===== src/sv/sfr_pkg.sv =====
// Shared constants, types and helpers for the sensor frame receiver.
`timescale 1ns / 1ps

package sfr_pkg;

  localparam int unsigned POS_W = 17;
  localparam int unsigned LEN_W = 16;

  // Frame layout positions
  localparam logic [POS_W-1:0] POS_LEN_HI   = 17'd8;
  localparam logic [POS_W-1:0] POS_LEN_LO   = 17'd9;
  localparam logic [POS_W-1:0] POS_HDR_SUM  = 17'd10;
  localparam logic [POS_W-1:0] POS_PAYLOAD  = 17'd11;
  localparam logic [POS_W-1:0] POS_VERIFY_L = 17'd14;

  typedef struct packed {
    logic [7:0]       byte_echo;
    logic             payload_valid;
    logic [LEN_W-1:0] payload_offset;
    logic             frame_ok;
    logic             frame_error;
  } result_t;

  // Fixed header byte at header position idx
  function automatic logic [7:0] header_byte(input logic [2:0] idx);
    logic [7:0] b;
    case (idx)
      3'd0:    b = 8'hF1;
      3'd1:    b = 8'h1F;
      3'd2:    b = 8'hE2;
      3'd3:    b = 8'h2E;
      3'd4:    b = 8'hB6;
      3'd5:    b = 8'h6B;
      3'd6:    b = 8'hA8;
      3'd7:    b = 8'h8A;
      default: b = 8'h00;
    endcase
    return b;
  endfunction

endpackage


===== src/sv/sfr_core.sv =====
// Deframer state and per-byte decode: result of one word plus state update.
`timescale 1ns / 1ps

module sfr_core (
  input  logic                 clk,
  input  logic                 rst,
  input  logic                 step,
  input  logic [7:0]           rx_byte,
  input  logic [31:0]          verify_code,
  output sfr_pkg::result_t     result
);

  logic [sfr_pkg::POS_W-1:0] position, position_next;
  logic                      hunting, hunting_next;
  logic [7:0]                length_high, length_high_next;
  logic [sfr_pkg::LEN_W-1:0] frame_length, frame_length_next;
  logic [7:0]                header_sum, header_sum_next;
  logic [7:0]                payload_sum, payload_sum_next;

  logic [sfr_pkg::POS_W-1:0] pos;
  logic [sfr_pkg::POS_W-1:0] end_pos;
  logic [7:0]                verify_byte;
  logic                      ok, err, valid;
  logic [sfr_pkg::LEN_W-1:0] offset;
  logic [sfr_pkg::POS_W-1:0] pos_rel;

  assign pos     = hunting ? '0 : position;
  assign end_pos = sfr_pkg::POS_HDR_SUM + {1'b0, frame_length};
  assign pos_rel = pos - sfr_pkg::POS_PAYLOAD;

  // Bytes 11..14 map to verify code bytes, top byte first
  always_comb begin
    case (pos[1:0])
      2'b11:   verify_byte = verify_code[31:24];
      2'b00:   verify_byte = verify_code[23:16];
      2'b01:   verify_byte = verify_code[15:8];
      default: verify_byte = verify_code[7:0];
    endcase
  end

  always_comb begin
    ok                = 1'b0;
    err               = 1'b0;
    valid             = 1'b0;
    offset            = '0;
    length_high_next  = length_high;
    frame_length_next = frame_length;
    header_sum_next   = header_sum;
    payload_sum_next  = payload_sum;

    if (pos >= sfr_pkg::POS_PAYLOAD && pos == end_pos) begin
      // final checksum closes the frame
      if (rx_byte == 8'(8'd0 - payload_sum)) ok = 1'b1;
      else                                    err = 1'b1;
    end else if (pos < sfr_pkg::POS_LEN_HI) begin
      if (rx_byte != sfr_pkg::header_byte(pos[2:0])) err = 1'b1;
      header_sum_next = (pos == '0) ? rx_byte : 8'(header_sum + rx_byte);
    end else if (pos == sfr_pkg::POS_LEN_HI) begin
      length_high_next = rx_byte;
      header_sum_next  = 8'(header_sum + rx_byte);
    end else if (pos == sfr_pkg::POS_LEN_LO) begin
      frame_length_next = {length_high, rx_byte};
      header_sum_next   = 8'(header_sum + rx_byte);
      if ({length_high, rx_byte} == '0) err = 1'b1;
    end else if (pos == sfr_pkg::POS_HDR_SUM) begin
      if (rx_byte != 8'(8'd0 - header_sum)) err = 1'b1;
    end else begin
      valid  = 1'b1;
      offset = pos_rel[sfr_pkg::LEN_W-1:0];
      payload_sum_next = (pos == sfr_pkg::POS_PAYLOAD) ? rx_byte
                                                       : 8'(payload_sum + rx_byte);
      if (pos <= sfr_pkg::POS_VERIFY_L && rx_byte != verify_byte) err = 1'b1;
    end

    if (ok || err) begin
      position_next = '0;
      hunting_next  = 1'b1;
    end else begin
      position_next = pos + 1'b1;
      hunting_next  = 1'b0;
    end
  end

  assign result.byte_echo      = rx_byte;
  assign result.payload_valid  = valid;
  assign result.payload_offset = offset;
  assign result.frame_ok       = ok;
  assign result.frame_error    = err;

  always_ff @(posedge clk) begin
    if (rst) begin
      position     <= '0;
      hunting      <= 1'b1;
      length_high  <= '0;
      frame_length <= '0;
      header_sum   <= '0;
      payload_sum  <= '0;
    end else if (step) begin
      position     <= position_next;
      hunting      <= hunting_next;
      length_high  <= length_high_next;
      frame_length <= frame_length_next;
      header_sum   <= header_sum_next;
      payload_sum  <= payload_sum_next;
    end
  end

endmodule


===== src/sv/sensor_frame_receiver_top.sv =====
// Top level of the sensor frame receiver: stream ports, config register, output register.
`timescale 1ns / 1ps

// Sensor frame receiver.
// s_axis carries one received byte per word (tdata[7:0]). Each accepted word
// yields exactly one result word on m_axis: the byte echoed, its payload flag
// and offset, and frame_ok / frame_error flags.
// A frame is header F1 1F E2 2E B6 6B A8 8A, a big-endian length L, a header
// checksum, payload opening with up to four verify_code bytes, and a final
// checksum at position 10+L. After frame_ok or frame_error the next byte is
// taken as header byte 0.
// The result is captured in the output register at the accepting edge and
// offered on m_axis from the next cycle. Throughput: one word per cycle while
// m_axis is not stalled, set by the running sums and the position counter, all
// updated in the accepting cycle.
// The output register accepts a new word while its current word is taken in
// the same cycle; when m_axis stalls, s_tready drops and the held result
// stays stable until taken.
// Reset (rst, synchronous) clears the output valid, the frame state (back to
// hunting) and verify_code to zero. cfg_wen writes verify_code at once.

module sensor_frame_receiver_top (
  input  logic        clk,
  input  logic        rst,
  // config
  input  logic        cfg_wen,
  input  logic [31:0] cfg_wdata,
  // input stream
  input  logic        s_axis_tvalid,
  output logic        s_axis_tready,
  input  logic [7:0]  s_axis_tdata,   // [7:0] rx_byte
  // result stream
  output logic        m_axis_tvalid,
  input  logic        m_axis_tready,
  output logic [23:0] m_axis_tdata,   // [7:0] byte_echo, [23:8] payload_offset
  output logic        m_axis_tlast,   // frame_ok
  output logic [1:0]  m_axis_tuser    // [0] payload_valid, [1] frame_error
);

  logic [31:0]      verify_code;
  logic             accept;
  sfr_pkg::result_t step_result;
  sfr_pkg::result_t out_word;
  logic             out_valid;

  always_ff @(posedge clk) begin
    if (rst) begin
      verify_code <= '0;
    end else if (cfg_wen) begin
      verify_code <= cfg_wdata;
    end
  end

  assign s_axis_tready = !out_valid || m_axis_tready;
  assign accept        = s_axis_tvalid && s_axis_tready;

  sfr_core u_core (
    .clk         (clk),
    .rst         (rst),
    .step        (accept),
    .rx_byte     (s_axis_tdata),
    .verify_code (verify_code),
    .result      (step_result)
  );

  // output register
  always_ff @(posedge clk) begin
    if (rst) begin
      out_valid <= 1'b0;
    end else if (accept) begin
      out_valid <= 1'b1;
    end else if (m_axis_tready) begin
      out_valid <= 1'b0;
    end
  end

  always_ff @(posedge clk) begin
    if (accept) begin
      out_word <= step_result;
    end
  end

  assign m_axis_tvalid = out_valid;
  assign m_axis_tdata  = {out_word.payload_offset, out_word.byte_echo};
  assign m_axis_tlast  = out_word.frame_ok;
  assign m_axis_tuser  = {out_word.frame_error, out_word.payload_valid};

endmodule


===== config.mk =====
export PLATFORM = sky130hd
export DESIGN_NAME = sensor_frame_receiver_top
export DESIGN_NICKNAME = d
export VERILOG_FILES = /design/src/sv/sfr_pkg.sv /design/src/sv/sfr_core.sv /design/src/sv/sensor_frame_receiver_top.sv
export SDC_FILE = /design/constraint.sdc
export NUM_CORES = 1
export LEC_CHECK = 0
export BUFFER_PORTS_ARGS = -buffer_cell sky130_fd_sc_hd__buf_2
export CAP_MARGIN = 15
export CELL_PAD_IN_SITES_DETAIL_PLACEMENT = 2
export CELL_PAD_IN_SITES_GLOBAL_PLACEMENT = 2
export CORE_MARGIN = 2
export CORE_UTILIZATION = 39
export CTS_CLUSTER_DIAMETER = 50
export DETAILED_ROUTE_END_ITERATION = 8
export PLACE_DENSITY_LB_ADDON = 0.1
export RECOVER_POWER = 100
export SYNTH_ARGS = -nofsm -noshare
export SYNTH_HDL_FRONTEND = slang
export SYNTH_SLANG_ARGS = --single-unit
export TNS_END_PERCENT = 1

===== constraint.sdc =====
create_clock -name clk -period 7.63 [get_ports clk]
set_clock_uncertainty 0.15 [all_clocks]
set_input_delay 0.763 -clock clk [delete_from_list [all_inputs] [get_ports clk]]
set_output_delay 0.763 -clock clk [all_outputs]
set_load 0.1 [all_outputs]

### After elaboration in Yosys (flattened, before gate mapping)

Memories as Yosys holds them, arrays and structs flattened.
Cells that the tools add are included.

| operators by class | value |
|---|---|
| $add $sub $neg | 7 |
| $lt $le $gt $ge | 3 |
| equality and inequality tests | 11 |
| multiplexer cells | 26 |
| bitwise gates (word level) | 5 |
| reductions and logical operators | 17 |

Operators by type and width:

| kind | count |
|---|---|
| $eq A17 B4 Y1 const B | 4 |
| $mux W8 | 7 |
| $mux W17 | 2 |
| $ne A8 B8 Y1 | 3 |
| $pmux W8 S3 | 1 |
| $add A17 B1 Y17 const B | 1 |
| $add A4 B16 Y17 const A | 1 |
| $eq A17 B17 Y1 | 1 |
| $ge A17 B4 Y1 const B | 1 |
| $le A17 B4 Y1 const B | 1 |
| $logic_not A17 Y1 | 1 |
| $lt A17 B4 Y1 const B | 1 |
| $add A8 B8 Y8 | 2 |
| $logic_not A16 Y1 | 1 |
| $mux W1 | 16 |
| $sub A1 B8 Y8 const A | 2 |
| $sub A16 B4 Y16 const B | 1 |
| $eq A8 B8 Y1 | 1 |
| $reduce_and A6 Y1 | 1 |
| $not A1 Y1 | 5 |
| $reduce_and A5 Y1 | 1 |
| $reduce_or A5 Y1 | 1 |
| $reduce_and A4 Y1 | 1 |
| $reduce_or A4 Y1 | 1 |
| 9 further kinds | 12 |

| storage, ports and cells | value |
|---|---|
| register bits | 118 |
| memory bits (read-only) | 64 |
| input bits | 45 |
| output and inout bits | 29 |
| word-level logic and storage cells | 83 |
| memories kept | 1 |

Memory list:

| memory | depth | bits a word | rd ports | clocked after memory_dff | write ports | line | RTL |
|---|---|---|---|---|---|---|---|
| (name not given) | 8 | 8 | 1 | 0 | 0 | sfr_pkg.sv:27 | `case (idx)` |

### Longest topological paths before layout

| logic depth | value |
|---|---|
| depth after elaboration | 13 |
| depth in mapped cells | 13 |
| depth with buffers taken out | 11 |

### Cells and area by module

Synthesis repeated with hierarchy kept, for this count alone.

| second synthesis, totals | value |
|---|---|
| cells, all modules | 891 |
| area, all modules | 7706.1 µm² |

By module, submodules not included:

| module | instances | cells each | area each (µm²) | seq. area each (µm²) |
|---|---|---|---|---|
| sfr_core | 1 | 755 | 5683.0 | 1161.1 |
| sensor_frame_receiver_top | 1 | 136 | 2023.2 | 1471.4 |

### Worst setup path after synthesis

No wires, ideal clock.

| timing path | value |
|---|---|
| path type | register to register |
| from | reg out_valid, in the netlist m_axis_tvalid |
| to | reg u_core.position[1] (netlist bit) |
| setup time | 0.101 ns |
| data arrival time | 3.260 ns |
| required time | 7.379 ns |
| slack | 4.119 ns |
| stages on the path, launching flop included | 8 |
| path buffers | 1 |
| clock period less this slack | 3.511 ns |
| path through | dfxtp_1 -> nand2b_1 -> nand2_1 -> clkbuf_1 -> inv_1 -> nor3_1 -> a31oi_1 -> o41ai_1 |

| on the way | value |
|---|---|
| cells in the longest elaborated chain, start to end | 3 |

Ends and longest elaborated chain:

| item | line | RTL |
|---|---|---|
| start: declaration | sensor_frame_receiver_top.sv:44 | `logic out_valid;` |
| start signal: assignment | sensor_frame_receiver_top.sv:69 | `out_valid <= 1'b0;` |
| start signal: assignment | sensor_frame_receiver_top.sv:71 | `out_valid <= 1'b1;` |
| start signal: assignment | sensor_frame_receiver_top.sv:73 | `out_valid <= 1'b0;` |
| $logic_not A1 Y1 | sensor_frame_receiver_top.sv:54 | `assign s_axis_tready = !out_valid \|\| m_axis_tready;` |
| $logic_or A1 B1 Y1 | sensor_frame_receiver_top.sv:54 |  |
| via s_axis_tready | sensor_frame_receiver_top.sv:30 | `output logic s_axis_tready,` |
| $logic_and A1 B1 Y1 | sensor_frame_receiver_top.sv:55 | `assign accept = s_axis_tvalid && s_axis_tready;` |
| via accept | sensor_frame_receiver_top.sv:41 | `logic accept;` |
| end signal: assignment | sfr_core.sv:99 | `position <= position_next;` |
| end: declaration | sfr_core.sv:13 | `logic [sfr_pkg::POS_W-1:0] position, position_next;` |

The timed path passes the listed nets, and every way through them passes these cells.
A chain may end at the register's enable or synchronous reset.

### Worst setup path in the final report

| timing path | value |
|---|---|
| from | reg u_core.position[0] (netlist bit) |
| to | reg u_core.position[6] (netlist bit) |

| on the way | value |
|---|---|
| cells in the longest elaborated chain, start to end | 13 |
| elaborated cells between the ends (all ways) | 30 |
| those cells by class | add/sub: 1; order compare: 3; eq/ne: 8; mux: 13; reduce/logical: 4; memory: 1 |

Ends and longest elaborated chain:

| item | line | RTL |
|---|---|---|
| $mux W17 (*) | sfr_core.sv:27 | `assign pos = hunting ? '0 : position;` |
| branches (longest 11 deep; another with $le A17 B4 Y1) | -- |  |
| $mux W17 (*) | sfr_core.sv:75 | `if (ok \|\| err) begin` |

Mark *: on every way between the ends. The select of a mux whose other input is x is not followed.

==> summary.txt <==
Run status
  – Outcome: complete, but fails checks
  – Violated checks: max-capacitance violations, max-slew violations

STA
  – Final worst path period share: a little over two thirds
  – RSZ-0062 raised after global routing: no
  – Slew HR: -201%
  – Setup_tns: 0 ns
  – Min Hold Slack: around 0.35 ns
  – Max Clock Freq: about 0.19 GHz
  – Worst-Margin Slew: approximately 4.5 ns
  – Endpoints failing hold: 0
  – Min Clock Period, post-route: ~5.3 ns
  – Setup violations, final: 0
  – Max-slew violation count: 195

Placement
  – Port Buf Inserts: 73
  – Gp weighted congestion: around 0.85
  – Dpl hpwl: 19200 um
  – Dpl cells: 1185
  – Cell Area, Placed: between 8000 and 9000 um^2

GRT
  – Grt total ovfl: 0
  – Antenna violations before repair: 0
  – First-pass GRT wire length: 44800 um
  – Largest net degree at the start of global routing: 95
  – GRT Util Overall: roughly 28%
  – Vias in the first global route: between 8000 and 9000

Worst setup path
  – CP Class: reg -> reg
  – Max FO, Critical Path: 26
  – Crit path capture type: register
  – Worst r2r dst: u_core.position[6]
  – Reg2reg start: u_core.position[0]
  – WP data arrival: 5.30 ns
  – Worst Reg2Reg Path Length in Cells: 9
  – Startpoint types: register
  – WP data required: ~7.6 ns
  – Reg2reg setup slack: ~2.3 ns

Synthesis
  – Synth top cells by count: 103 x nor2_1, 91 x dfxtp_1, 83 x a21oi_1
  – Synthesis-stage register bit count: approximately 120
  – Largest cells by area after synthesis: dfxtp_1 24%, edfxtp_1 11%, a21oi_1 5.5%
  – Syn nets: 981
  – Register area share after synthesis: between 30% and 40%
  – Yosys warns: 0
  – Post-Syn Area: around 7600 um^2
  – Mapped Cells: 917
  – Async S/R FF share, synth: 0%
  – Most numerous cell in the Yosys netlist: nor2_1
  – Synth area leader: dfxtp_1
  – Top cell type's share of synthesized area: about a quarter
  – Mean area per synthesized cell: 8.25 um^2
  – Synth unique cells: 79
  – Post-synth top flop: dfxtp_1
  – EDFF count, synth: 27

Detailed routing
  – Drt pass-1 iters: 5
  – DR vias: roughly 7400
  – DR iter-0 viols: roughly 360
  – Antenna Nets Post-Route: 0
  – WL/cell: approximately 23 um
  – Routed WL: 28100 um
  – Number of remaining DRC errors: 0
  – Vias per cell: between 6 and 7

Power
  – Power per Cell Area: roughly 200 nW/um^2
  – Design Power: about 1.7 mW
  – Logic pwr share: roughly an eighth
  – Sequential share of power: between 40% and 50%
  – IR drop worst, VDD: roughly 150 uV
  – NetSw: between 500 and 600 uW
  – Leak pwr: around 3.0 nW
  – Cell internal pwr: 1.16 mW
  – Sw frac: 30.5%
  – Clock share of power: a little under half

Finish
  – Fraction of layout cells with a size suffix above 1: 9.71%
  – FILL cells: around 2200
  – Fin cells: about 1200
  – Synthesis-to-layout area growth: 12.3%
  – FF/Latch Area: around 2600 um^2
  – Final nets: ~1000
  – Footprint of the multi-input gates: between 4000 and 5000 um^2
  – Fin area: around 8500 um^2
  – Ant diodes: 0

Floorplanning
  – Initial core utilization: between 40% and 50%
  – Rows: 50
  – Die area: between 20000 and 25000 um^2
  – Core area: approximately 19000 um^2
  – Boundary pin count: 74
  – Die Y-Extent: roughly 140 um
  – Die width: approximately 140 um

Clock network
  – # clock sinks: approximately 120
  – CTS hold repair buffers: 0
  – Clock root cell: clkbuf_16
  – CTS tree: done
  – Clock Latency Late Sink: 0.44 ns
  – Clock Pin Slew Worst Setup and Hold Paths: about 0.060 ns
  – Clk buf depth: 2
  – CTS Buf Count: 17
  – H-Tree Depth: 4
  – Post-CTS setup buffer count: 0
  – Post-cts resize count: 0

Hold path
  – Hold Crit Endpoint: verify_code[27]
  – Worst hold start: verify_code[27]
  – Hold Crit Class: reg -> reg
  – Worst hold stages: 2

Run
  – # Max-Cap Violations: 5
stage by stage:
stage	utilization (%)	worst slack, ns
after detailed placement	42.4	3.35
after global routing	44.9	1.80
after CTS	45.3	3.26
after floorplan	-	4.12
final	44.9	2.29
after global placement	42.4	3.57
state kept, by name, summed over array words and instances, names as in the netlist:
name	flops
verify_code	32
m_axis_tdata	24
u_core.position	17
u_core.frame_length	16
u_core.header_sum	8
u_core.length_high	8
u_core.payload_sum	8
m_axis_tuser	2
m_axis_tlast	1
m_axis_tvalid	1
u_core.hunting	1
cell families (layout without fill, tap and decap cells):
group                    Yosys count  in the layout  share of synthesized area (%)
XOR/XNOR                          53             53                           6.50
flip-flops                       118            118                           34.8
multiplexers                      47             47                           6.32
AND/OR/NAND/NOR                  316            316                           21.2
AO/OA/AOI/OAI                    260            260                           22.1
buffers and inverters            104            145                           5.68
adder cells (fa/ha/maj)           19             19                           3.34
area by class of cell:
type                            count  share of cell area (%)
Inverter                           31                    1.37
Sequential cell                   118                    31.0
Clock buffer                       19                    5.39
Tap cell                          260                    3.83
Clock inverter                     13                    1.12
Multi-Input combinational cell    695                    52.6
Timing Repair Buffer               82                    4.66
critical path, cell delays in order (launching register included):
cell and delay [ns]:
dfxtp_1 0.87, a21oi_1 0.26, nand2b_1 0.29, a21oi_1 1.12, nand2_1 0.23, nor4_1 0.61, a31oi_1 0.73, buf_16 0.40
a32oi_1 0.23, a21oi_1 0.10
layout by cell type (no fill, tap or decap), types with 5 or more instances in the layout:
| cell | netlist | layout |
|---|---|---|
| a211oi_1 | 11 | 11 |
| a21oi_1 | 83 | 84 |
| a22oi_1 | 7 | 7 |
| a311oi_1 | 6 | 6 |
| a31oi_1 | 18 | 20 |
| a32oi_1 | 6 | 6 |
| and2_1 | 6 | 6 |
| and3_1 | 6 | 6 |
| buf_2 | 12 | 36 |
| buf_4 | 2 | 5 |
| clkbuf_1 | 48 | 40 |
| clkbuf_16 | 0 | 18 |
| dfxtp_1 | 91 | 91 |
| edfxtp_1 | 27 | 27 |
| ha_1 | 17 | 17 |
| inv_1 | 29 | 29 |
| mux2_2 | 6 | 6 |
| mux2i_1 | 41 | 41 |
| nand2_1 | 43 | 43 |
| nand2b_1 | 11 | 11 |
| nand3_1 | 40 | 40 |
| nand3b_1 | 5 | 5 |
| nand4_1 | 15 | 15 |
| nor2_1 | 103 | 103 |
| nor2b_1 | 14 | 14 |
| nor3_1 | 31 | 31 |
| nor4_1 | 14 | 15 |
| nor4b_1 | 6 | 6 |
| o211ai_1 | 9 | 9 |
| o21ai_0 | 56 | 56 |
| o22ai_1 | 9 | 9 |
| o32ai_1 | 7 | 7 |
| xnor2_1 | 37 | 37 |
| xor2_1 | 14 | 14 |
how the worst max path moves through the flow:
stage,start,end,slack (ns),depth (start not counted)
final,u_core.position[0],u_core.position[6],2.29,9
after detailed placement,u_core.position[2],m_axis_tdata[9],3.35,8
after CTS,u_core.position[2],m_axis_tdata[9],3.26,8
after global routing,u_core.position[2],u_core.position[6],1.80,9
after global placement,u_core.position[0],m_axis_tdata[17],3.57,8
after floorplan,m_axis_tvalid,u_core.position[1],4.12,7
power by group through the flow:
stage / sequential [mW] / clock (mW) / combinational, mW
floorplan: 0.739 / 0 / 0.104
global placement: 0.687 / 0 / 0.206
detailed placement: 0.689 / 0 / 0.217
CTS: 0.676 / 0.787 / 0.219
global route: 0.679 / 0.821 / 0.233
finish: 0.677 / 0.776 / 0.216
per-layer routing:
metal / track usage, % / wire [um]
met1: 33.2 / 11800
met2: 48.9 / 14300
met3: 5.16 / 833
met4: 13.8 / 1120
met5: 0 / 0
Power figures use the tool's default switching activity.
